### src/c2i_pkg.sv
package c2i_pkg;

   localparam int unsigned OPCODE_WIDTH = 2;
   localparam int unsigned STATUS_WIDTH = 2;
   localparam int unsigned CSR_INDEX_WIDTH = 3;
   localparam int unsigned CSR_DATA_WIDTH = 9;

   localparam logic [1:0] OP_PRELOAD = 2'd0;
   localparam logic [1:0] OP_ACCUMULATE = 2'd1;
   localparam logic [1:0] OP_READ = 2'd2;

   localparam logic [1:0] STATUS_DONE = 2'd0;
   localparam logic [1:0] STATUS_OUTSIDE = 2'd1;
   localparam logic [1:0] STATUS_BEYOND = 2'd2;

   localparam logic [2:0] REG_IMAGE_HEIGHT = 3'd0;
   localparam logic [2:0] REG_IMAGE_WIDTH = 3'd1;
   localparam logic [2:0] REG_PAD_ROWS = 3'd2;
   localparam logic [2:0] REG_PAD_COLS = 3'd3;
   localparam logic [2:0] REG_STRIDE_ROWS = 3'd4;
   localparam logic [2:0] REG_STRIDE_COLS = 3'd5;
   localparam logic [2:0] REG_DILATION_ROWS = 3'd6;
   localparam logic [2:0] REG_DILATION_COLS = 3'd7;

   localparam logic [15:0] FP16_QNAN = 16'h7E00;

   // commands from the controller to the datapath
   typedef struct packed {
      logic load;     // capture the accepted item
      logic addr;     // register the image position, bounds check and plane size
      logic mem_rd;   // read the store word, register the word address and range check
      logic mem_wr;   // write the add or preload result
      logic result;   // capture the result item
   } ctrl_type;

   // status from the datapath to the controller
   typedef struct packed {
      logic is_accumulate;
      logic is_preload;
      logic addr_ok;
   } stat_type;

   // ieee binary16 add, round to nearest even
   function automatic logic [15:0] fp16_add(input logic [15:0] a, input logic [15:0] b);
      logic a_nan, b_nan, a_inf, b_inf;
      logic [4:0] ea, eb, el;
      logic [13:0] ma, mb, big, lit;
      logic [4:0] d;
      logic [16:0] lw, bw;
      logic sticky, sbig, slit, ssum;
      logic [17:0] sum;
      logic [4:0] lz, ex;
      logic [17:0] norm;
      logic [10:0] keep;
      logic g, r, st;
      logic [11:0] rnd;
      logic [5:0] exn;
      logic [15:0] res;
      a_nan = (a[14:10] == 5'h1F) && (a[9:0] != 10'd0);
      b_nan = (b[14:10] == 5'h1F) && (b[9:0] != 10'd0);
      a_inf = (a[14:10] == 5'h1F) && !a_nan;
      b_inf = (b[14:10] == 5'h1F) && !b_nan;
      ea = (a[14:10] == 5'd0) ? 5'd1 : a[14:10];
      eb = (b[14:10] == 5'd0) ? 5'd1 : b[14:10];
      ma = {3'b000, a[14:10] != 5'd0, a[9:0]};
      mb = {3'b000, b[14:10] != 5'd0, b[9:0]};
      if ({ea, ma[10:0]} >= {eb, mb[10:0]}) begin
         big = ma; lit = mb; el = ea; d = ea - eb; sbig = a[15]; slit = b[15];
      end else begin
         big = mb; lit = ma; el = eb; d = eb - ea; sbig = b[15]; slit = a[15];
      end
      // three extra low bits: guard, round, sticky
      bw = {3'b000, big[10:0], 3'b000};
      lw = {3'b000, lit[10:0], 3'b000} >> ((d > 5'd16) ? 5'd16 : d);
      sticky = (d > 5'd13) ? (lit[10:0] != 11'd0)
                           : ((({3'b000, lit[10:0], 3'b000} << (5'd17 - d)) & 17'h1FFFF)
                              != 17'd0) && (d > 5'd3);
      lw[0] = lw[0] | sticky;
      ssum = sbig;
      if (sbig == slit) sum = {1'b0, bw} + {1'b0, lw};
      else sum = {1'b0, bw} - {1'b0, lw};
      // normalize: leading one to bit 13 when possible
      lz = 5'd0;
      for (int i = 0; i < 18; i++) begin
         if (sum[i]) lz = 5'(17 - i);
      end
      if (sum[14]) begin
         norm = sum >> 1; ex = el + 5'd1;
         norm[0] = norm[0] | sum[0];
      end else if (el > 5'(lz - 5'd4)) begin
         norm = sum << (lz - 5'd4); ex = el - (lz - 5'd4);
      end else begin
         norm = sum << (el - 5'd1); ex = 5'd0;
      end
      keep = norm[13:3];
      g = norm[2]; r = norm[1]; st = norm[0];
      rnd = {1'b0, keep} + {11'd0, g & (r | st | keep[0])};
      exn = {1'b0, ex};
      if (ex == 5'd0 && rnd[10]) exn = 6'd1;
      if (rnd[11]) begin
         exn = exn + 6'd1; rnd = rnd >> 1;
      end
      if (a_nan || b_nan) res = FP16_QNAN;
      else if (a_inf && b_inf) res = (a[15] ^ b[15]) ? FP16_QNAN : a;
      else if (a_inf) res = a;
      else if (b_inf) res = b;
      else if (sum == 18'd0) res = {a[15] & b[15], 15'd0};
      else if (exn >= 6'd31) res = {ssum, 15'h7C00};
      else res = {ssum, exn[4:0], rnd[9:0]};
      return res;
   endfunction

endpackage

### src/c2i_ctrl.sv
module c2i_ctrl
   import c2i_pkg::*;
(
   input  logic     clock,
   input  logic     reset,
   input  logic     req_valid,
   output logic     req_ready,
   output logic     rsp_valid,
   input  logic     rsp_ready,
   input  stat_type stat,
   output ctrl_type ctrl
);

   typedef enum logic [1:0] {IDLE, ADDR, MEM, WRITE} state_type;

   state_type state_ff, state_in;
   logic rsp_valid_ff, rsp_valid_in;

   // next state; result held in an output register so the next item may start
   always_comb begin
      state_in = state_ff;
      rsp_valid_in = rsp_valid_ff;
      ctrl = '0;
      if (rsp_valid_ff && rsp_ready) rsp_valid_in = 1'b0;
      case (state_ff)
         IDLE: begin
            if (req_valid) begin
               ctrl.load = 1'b1;
               state_in = ADDR;
            end
         end
         ADDR: begin
            ctrl.addr = 1'b1;
            state_in = MEM;
         end
         MEM: begin
            ctrl.mem_rd = 1'b1;
            state_in = WRITE;
         end
         WRITE: begin
            if (!rsp_valid_in) begin
               ctrl.result = 1'b1;
               ctrl.mem_wr = stat.addr_ok && (stat.is_accumulate || stat.is_preload);
               rsp_valid_in = 1'b1;
               state_in = IDLE;
            end
         end
         default: state_in = IDLE;
      endcase
   end

   always_ff @(posedge clock) begin
      if (reset) begin
         state_ff <= IDLE;
         rsp_valid_ff <= 1'b0;
      end else begin
         state_ff <= state_in;
         rsp_valid_ff <= rsp_valid_in;
      end
   end

   assign req_ready = (state_ff == IDLE);
   assign rsp_valid = rsp_valid_ff;

endmodule

### config.mk
export PLATFORM = sky130hd
export DESIGN_NAME = c2i_ctrl
export DESIGN_NICKNAME = d
export VERILOG_FILES = /design/src/c2i_pkg.sv /design/src/c2i_ctrl.sv
export SDC_FILE = /design/constraint.sdc
export NUM_CORES = 1
export LEC_CHECK = 0
export ABC_AREA = 1
export BUFFER_PORTS_ARGS = -buffer_cell sky130_fd_sc_hd__buf_4
export CORE_AREA = 2 2 39 41
export CTS_CLUSTER_DIAMETER = 200
export DETAILED_ROUTE_END_ITERATION = 12
export DIE_AREA = 0 0 41 43
export GPL_TIMING_DRIVEN = 0
export PLACE_DENSITY = 0.49
export SLEW_MARGIN = 20
export SYNTH_ARGS = -nofsm -noshare
export SYNTH_HDL_FRONTEND = slang
export SYNTH_SLANG_ARGS = --single-unit
### constraint.sdc
create_clock -name clock -period 1.9 [get_ports clock]
set_input_delay 0.57 -clock clock [delete_from_list [all_inputs] [get_ports clock]]
set_output_delay 0.57 -clock clock [all_outputs]
set_load 0.1 [all_outputs]
==> run summary, run 1 <==
Via-per-instance ratio - 3.59
Final layout net count - 62
Critical path fanouts, max - 4
Area growth from synthesis to layout - 90.3%
Die area - 0.00176 mm²
HP Class - input pin to flip-flop
Worst path bufs/invs - 3
Count of max-cap constraint violations - 0
H-tree depth - 1
Total number of placement rows - 14
Number of buffers created by CTS - 3
Wire length of the first global-routing pass - 641 µm
Final Slew Violations - 0
Number of search-and-repair iterations in the first detailed-routing pass - 2
Detailed-route wire length per cell - 6.74 µm
Diodes inserted - 0
Ports - 14
Fillers - 153
Final Cycle Share - 95.4%
Cell area after synthesis - 220 µm²
Most used standard cell by instance count after synthesis - inv_1
Worst-path clk slew - 0.04 ns
Leftover overflow at the end of global routing - 0
Worst path top cell family by delay - buffers and inverters
Post-synthesis cell type with the largest combined area - dfxtp_1
Critical Setup Path Class - flip-flop to primary output
Crit end category - primary output
Share of layout cells above drive strength 1 - 52.0%
Final number of setup-violating endpoints - 0
Initial antenna violation count - 0
Number of stages on the worst setup path - 5
Final-layout worst hold slack - 0.499 ns
Pin count of the biggest net entering global routing - 5
Most used DFF post-synth - dfxtp_1
Initial Util - 15.9%
Total Neg Setup Slack - 0 ns
Final clock skew - 0.000874 ns
Final GP Congestion - 0.610
Average instance area after synthesis - 6.67 µm²
Setup repair after global routing missed its margin - false
1st-iter DRT viols - 1
Share of the synthesized area in the top cell type - 27.3%
Run status - finished clean
Highest Clock Rate - 552 MHz
PortBufs - 13
Detail Placement HPWL - 385 µm
Critical path's slowest cell - dfxtp_2
Number of vias after detailed routing - 237
Tmin final - 1.81 ns
Final hold violations - 0
Clock net sink count - 3
Startpoint type of the worst setup path - flip-flop
Crit path cell chain - inv_1, ha_4, nand2_1, clkinvlp_4, buf_4
Maximum buffer depth of the clock tree - 2
Slew at the pin closest to its max-slew limit - 0.335 ns
Insertion delay of the later-clocked pin in the worst-skew pair - 0.23 ns
Library cell used as clock root buffer - clkbuf_4
Async SR Flop Fraction - 0%
Synthesized net count - 44
Via count of the first global-routing pass - 198
Worst hold path cell count - 2
Number of warnings printed during yosys synthesis - 0
Post-route antenna net violation count - 0
Overall die height - 43 µm
Overall fraction of global-route tracks in use - 5.72%
Number of synthesized flops with an enable pin - 0
Worst-case reg-to-reg path depth - 5
Slew headroom - 77.4%
Library cells used by synthesis - 9
Signal arrival time at the worst endpoint - 1.24 ns
Core Region - 0.00138 mm²
Total setup buffers inserted after CTS - 0
Max incr delay on CP - 0.33 ns
Floorplan die width - 41 µm
Synth Instances - 33
Register area share after synthesis - 27.3%
Final routed wirelength across all metal layers - 445 µm
Top cells by area in the synthesized netlist - dfxtp_1 (27%), ha_1 (23%), inv_1 (15%)
Top cells by count, synth - inv_1 (9), nand2_1 (7), ha_1 (4), nor2_1 (4)
Clock tree from TritonCTS - yes
Number of storage elements in the synthesis netlist - 3
Post-route DRC - 0
Critical Path RT - 1.33 ns
[cell usage in the layout, fill, tap and decap left out, types with 2 or more instances in the layout]
cell type   synthesis  routed
a21oi_1             3       3
dfxtp_2             0       2
buf_4               0      11
nor2_1              4       3
inv_1               9       7
nand2_1             7       6
clkbuf_4            0       3
clkinvlp_4          0       2
ha_1                4       2
[metrics by stage]
| step | area, µm² | cells | utilization (%) | setup slack (ns) |
|---|---|---|---|---|
| 2_1_floorplan | 251 | 33 | - | 0.0188 |
| 3_3_place_gp | 369 | 62 | 26.7 | 0.0275 |
| 3_5_place_dp | 369 | 62 | 26.7 | 0.0145 |
| 4_1_cts | 412 | 66 | 29.7 | 0.00153 |
| 5_1_grt | 419 | 66 | 30.3 | 0.0331 |
| 6_report | 419 | 66 | 30.3 | 0.0883 |
[worst register-to-register path, cell delays in order, from the launching register on]
cell	delay, ns
dfxtp_2	0.33
inv_1	0.11
ha_4	0.16
nand2_1	0.08
a21oi_1	0.15
nor2_1	0.06
[sequential cells by signal (all words and copies together), names as in the netlist]
signal and cells:
rsp_valid 1, state_ff 2
[logic make-up after synthesis]
family / Yosys count / synth area share [%]
simple gates: 13 / 25.6
flops: 3 / 27.3
buf+inv: 9 / 15.3
compound gates: 4 / 9.09
fa+ha+maj: 4 / 22.7
[final timing paths]
| check | from | to | slack [ns] |
|---|---|---|---|
| max | state_ff[0] | ctrl[4] | 0.09 |
| min | reset | rsp_valid | 0.50 |
| max reg2reg | state_ff[0] | state_ff[0] | 0.90 |
| min reg2reg | state_ff[1] | state_ff[1] | 0.52 |
[routing by layer]
metal	vias to the layer above	GRT usage [%]	routed length, µm
li1	131	-	-
met1	96	5.45	183
met2	10	8.75	208
met3	0	1.57	54
met4	0	6.00	0
met5	-	0	0
[cell type report]
cell class	instances	area [µm²]	area share, %
Timing Repair Buffer	13	114	27.2
Tap cell	16	20.0	4.78
Multi-Input combinational cell	21	151	36.1
Clock buffer	4	26.3	6.27
Sequential cell	3	66.3	15.8
Inverter	9	41.3	9.85
[timing repair]
action | 4_1_cts | 5_1_grt
hold buffers | 0 | 0
endpoints found under the setup margin | 2 | 3
resized for setup | 4 | 4
cloned | 0 | 0
Power of run 1 is not shown: default switching activity piles up to over one toggle a cycle in this logic, so the estimate is an artifact.
==> run 2: changes to the inputs <==
==> constraint.sdc (replaced) <==
create_clock -name clock -period 1.9 [get_ports clock]
set_input_delay 0.285 -clock clock [delete_from_list [all_inputs] [get_ports clock]]
set_output_delay 0.285 -clock clock [all_outputs]
set_load 0.1 [all_outputs]
==> run 2 against run 1 <==
Effect of this change:
- wire length fell by 4.7%
- sequential cell count did not move
- hold slack got worse by 0.28 ns
- global-route usage rose by 0.19 points
- clock-buffer cell count did not move
- register-to-register slack got worse by 0.05 ns
- critical path depth fell by 1
- utilization fell by 3.0 points
- largest cell class unchanged
==> run summary, run 2 (synthesis results as in run 1) <==
Crit path cell chain - ha_1, nand2_1, nor2_4, buf_4
Worst path bufs/invs - 1
Total number of placement rows - 14
Tmin final - 1.61 ns
Maximum buffer depth of the clock tree - 2
Commonest cells after routing, fill and taps aside - buf_4 (13), inv_1 (8), nand2_1 (7)
Fillers - 158
Final worst slack - 0.291 ns
Final routed wirelength across all metal layers - 424 µm
Critical Path RT - 1.62 ns
Critical Setup Path Class - flip-flop to primary output
PortBufs - 13
Overall fraction of global-route tracks in use - 5.91%
Initial antenna violation count - 0
Pin count of the biggest net entering global routing - 5
Via-per-instance ratio - 3.61
Final number of setup-violating endpoints - 0
Post-cts resize count - 0
Setup slack at placement - 0.515 ns
Signal arrival time at the worst endpoint - 1.32 ns
Leading cell type in the layout, fill and taps excluded - buf_4
Max FFs per register - 2
M1 wire length - 168 µm
Startpoint type of the worst setup path - flip-flop
Seq. cell area - 60.1 µm²
Wire length of the first global-routing pass - 648 µm
Clock tree from TritonCTS - yes
Share of layout cells above drive strength 1 - 40.0%
Top routing layer in use - met3
Area growth from synthesis to layout - 71.6%
Worst-case reg-to-reg path depth - 6
H-tree depth - 1
Die area - 0.00176 mm²
Max incr delay on CP - 0.37 ns
Total setup buffers inserted after CTS - 0
1st-iter DRT viols - 1
Ports - 14
Critical path's slowest cell - dfxtp_1
Slew at the pin closest to its max-slew limit - 0.321 ns
Met2 wire length - 209 µm
Core Region - 0.00138 mm²
Number of buffers inserted by hold repair at cts - 0
Detailed-route wire length per cell - 6.42 µm
Setup repair after global routing missed its margin - false
Library cell used as clock root buffer - clkbuf_4
Register with the most flip-flops - state_ff
Number of vias after detailed routing - 238
Slew headroom - 78.4%
Final layout net count - 62
Final clock skew - 0.00322 ns
Diodes inserted - 0
Worst-path clk slew - 0.04 ns
Initial Util - 15.9%
Final Slew Violations - 0
Floorplan die width - 41 µm
Crit end category - primary output
Detail Placement HPWL - 378 µm
Post-route DRC - 0
Run status - finished clean
Worst hold path cell count - 2
Final Cycle Share - 84.7%
Critical path fanouts, max - 4
Number of stages on the worst setup path - 4
Metal3 WL - 46 µm
Insertion delay of the later-clocked pin in the worst-skew pair - 0.23 ns
Highest Clock Rate - 621 MHz
HP Class - input pin to flip-flop
Summed area of non-filler cells in the final layout - 378 µm²
Total area of multi-input combinational cells - 136 µm²
Count of max-cap constraint violations - 0
Leftover overflow at the end of global routing - 0
Final hold violations - 0
Worst path top cell family by delay - flip-flops
Number of buffers created by CTS - 3
Number of search-and-repair iterations in the first detailed-routing pass - 2
Overall die height - 43 µm
Final GP Congestion - 0.561
Placement Cell Area - 352 µm²
Via count of the first global-routing pass - 195
Post-route antenna net violation count - 0
Clock net sink count - 3
run 2: cell count changes in the layout (fill, tap and decap cells not counted), sizes merged:
| cell | delta |
|---|---|
| clkinvlp | -1 |
| inv | +1 |
run 2: final cells by class:
cell class | count | share of cell area [%]
Timing Repair Buffer | 13 | 25.8
Inverter | 9 | 9.93
Tap cell | 16 | 5.30
Multi-Input combinational cell | 21 | 36.1
Sequential cell | 3 | 15.9
Clock buffer | 4 | 6.95
run 2: layer usage:
metal / track usage (%) / up-vias
li1: - / 131
met4: 6.00 / 0
met2: 8.13 / 8
met1: 5.75 / 99
met3: 3.14 / 0
met5: 0 / -
run 2: worst paths after layout:
path          startpoint           to  slack [ns]
max reg2reg  state_ff[1]  state_ff[1]        0.85
max          state_ff[0]      ctrl[1]        0.29
min                reset    rsp_valid        0.22
min reg2reg    rsp_valid    rsp_valid        0.51
run 2: through the flow:
step	cells	hold slack, ns	util (%)	setup TNS (ns)
2_1_floorplan	33	0.354	-	-0.0321
3_3_place_gp	62	0.459	25.4	0
3_5_place_dp	62	0.462	25.4	0
4_1_cts	66	0.215	27.3	0
5_1_grt	66	0.211	27.3	0
6_report	66	0.219	27.3	0
run 2: worst reg2reg max path, stage by stage (launching register included):
cell and delay (ns):
dfxtp_1 0.37, inv_1 0.08, ha_2 0.31, inv_1 0.03
nand3_1 0.07, nand2_1 0.05, nor2_1 0.08
Power of run 2 is left out for the same reason.
==> run 3: changes to the inputs <==
==> constraint.sdc (replaced) <==
create_clock -name clock -period 1.6 [get_ports clock]
set_input_delay 0.24 -clock clock [delete_from_list [all_inputs] [get_ports clock]]
set_output_delay 0.24 -clock clock [all_outputs]
set_load 0.1 [all_outputs]
==> run 3 against run 2 <==
Effect of this change:
- global-route usage increased by 1.3 points
- via count shrank 4.2%
- sequential share of layout area down 0.68 points
- first-iteration DRC count stayed put
- cell area grew 6.6%
- largest cell class unchanged
==> run summary, run 3 (synthesis results as in run 1) <==
1st-iter DRT viols - 1
Area growth from synthesis to layout - 83.0%
Detail Placement HPWL - 381 µm
Pin count of the biggest net entering global routing - 5
Ports - 14
Worst-path clk slew - 0.04 ns
Wire length of the first global-routing pass - 786 µm
Critical path's slowest cell - dfxtp_1
Via-per-instance ratio - 3.45
Total number of placement rows - 14
Floorplan die width - 41 µm
Via count of the first global-routing pass - 230
Register-to-register setup slack - 0.55 ns
Total area of multi-input combinational cells - 149 µm²
Crit end category - primary output
Die area - 0.00176 mm²
Total Neg Setup Slack - 0 ns
Initial Util - 15.9%
Worst hold path cell count - 2
R2r startpoint - state_ff[0]
Startpoint type of the worst setup path - flip-flop
Setup repair after global routing missed its margin - false
Final number of setup-violating endpoints - 0
Final GP Congestion - 0.648
Critical path fanouts, max - 4
Number of vias after detailed routing - 228
Count of max-cap constraint violations - 0
Critical Setup Path Class - flip-flop to primary output
Slew headroom - 77.8%
Final clock skew - 0.000155 ns
Library cell used as clock root buffer - clkbuf_4
Clock tree from TritonCTS - yes
Clock net sink count - 3
Final Cycle Share - 95.3%
PortBufs - 13
Detailed-route wire length per cell - 7.09 µm
Seq. cell area - 61.3 µm²
Min-Delay Endpoint - rsp_valid
Worst path bufs/invs - 3
Diodes inserted - 0
Maximum buffer depth of the clock tree - 2
Core Region - 0.00138 mm²
Summed area of non-filler cells in the final layout - 403 µm²
Final routed wirelength across all metal layers - 468 µm
Share of layout cells above drive strength 1 - 44.0%
Critical Path RT - 1.36 ns
Leading cell type in the layout, fill and taps excluded - buf_4
Insertion delay of the later-clocked pin in the worst-skew pair - 0.23 ns
Worst-case reg-to-reg path depth - 6
H-tree depth - 1
Final Slew Violations - 0
Number of buffers created by CTS - 3
Overall die height - 43 µm
Max incr delay on CP - 0.37 ns
Placement Cell Area - 363 µm²
Initial antenna violation count - 0
Worst path top cell family by delay - buffers and inverters
Max FFs per register - 2
Leftover overflow at the end of global routing - 0
Signal arrival time at the worst endpoint - 1.28 ns
Final hold violations - 0
Highest Clock Rate - 656 MHz
Number of search-and-repair iterations in the first detailed-routing pass - 2
Final layout net count - 62
Fillers - 155
Commonest cells after routing, fill and taps aside - buf_4 (11), inv_1 (8), nand2_1 (7)
Post-route antenna net violation count - 0
Crit path cell chain - inv_1, ha_4, nand2_1, clkinvlp_4, buf_4
Launch instance of the worst min-delay path - reset
Register with the most flip-flops - state_ff
Run status - finished clean
Overall fraction of global-route tracks in use - 7.22%
FF-to-FF End - state_ff[0]
Slew at the pin closest to its max-slew limit - 0.330 ns
Total setup buffers inserted after CTS - 0
Tmin final - 1.52 ns
HP Class - input pin to flip-flop
Post-route DRC - 0
run 3: cell counts in the layout (fill, tap and decap cells not counted):
Identical to the previous run, type by type.
run 3: cell type report:
type	count	area share, %
Tap cell	16	4.97
Timing Repair Buffer	13	27.0
Clock buffer	4	6.52
Sequential cell	3	15.2
Inverter	9	9.32
Multi-Input combinational cell	21	37.0
run 3: repair_timing:
action | 4_1_cts | 5_1_grt
gates cloned | 0 | 0
hold buffers | 0 | 0
hold endpoints to repair | 0 | 0
pin swaps | 0 | 0
gates resized for setup | 1 | 3
setup endpoints to repair | 1 | 2
run 3: routing by layer:
layer	vias up	share of wire, %	track usage, %
li1	130	-	-
met1	92	40	5.77
met2	6	52	11.3
met3	0	8.1	1.57
met4	0	0	10.0
met5	-	0	0
run 3: worst max-delay path by stage:
stage,startpoint,end,slack (ns),depth (start not counted)
after floorplan,state_ff[0],state_ff[0],0.01,6
after global placement,state_ff[0],ctrl[1],0.26,4
after detailed placement,state_ff[1],ctrl[1],0.25,4
after CTS,state_ff[1],ctrl[0],0.05,4
after global routing,state_ff[1],ctrl[4],0.02,5
final,state_ff[0],ctrl[4],0.08,5
run 3: worst register-to-register path: stages, from the launching register on:
cell and delay (ns):
dfxtp_1 0.37, inv_1 0.10, ha_1 0.22, nor2_1 0.10, nand2_1 0.06, nand2_1 0.05
nor2_1 0.04
run 3: through the flow:
stage          std cells  hold slack, ns  setup WS (ns)  utilization [%]
4_1_cts               66           0.157         0.0450             28.4
6_report              66           0.168         0.0758             29.1
2_1_floorplan         33           0.302         0.0140                -
3_5_place_dp          62           0.407          0.251             26.2
3_3_place_gp          62           0.406          0.261             26.2
5_1_grt               66           0.172         0.0153             29.1
Power of run 3 is left out for the same reason.
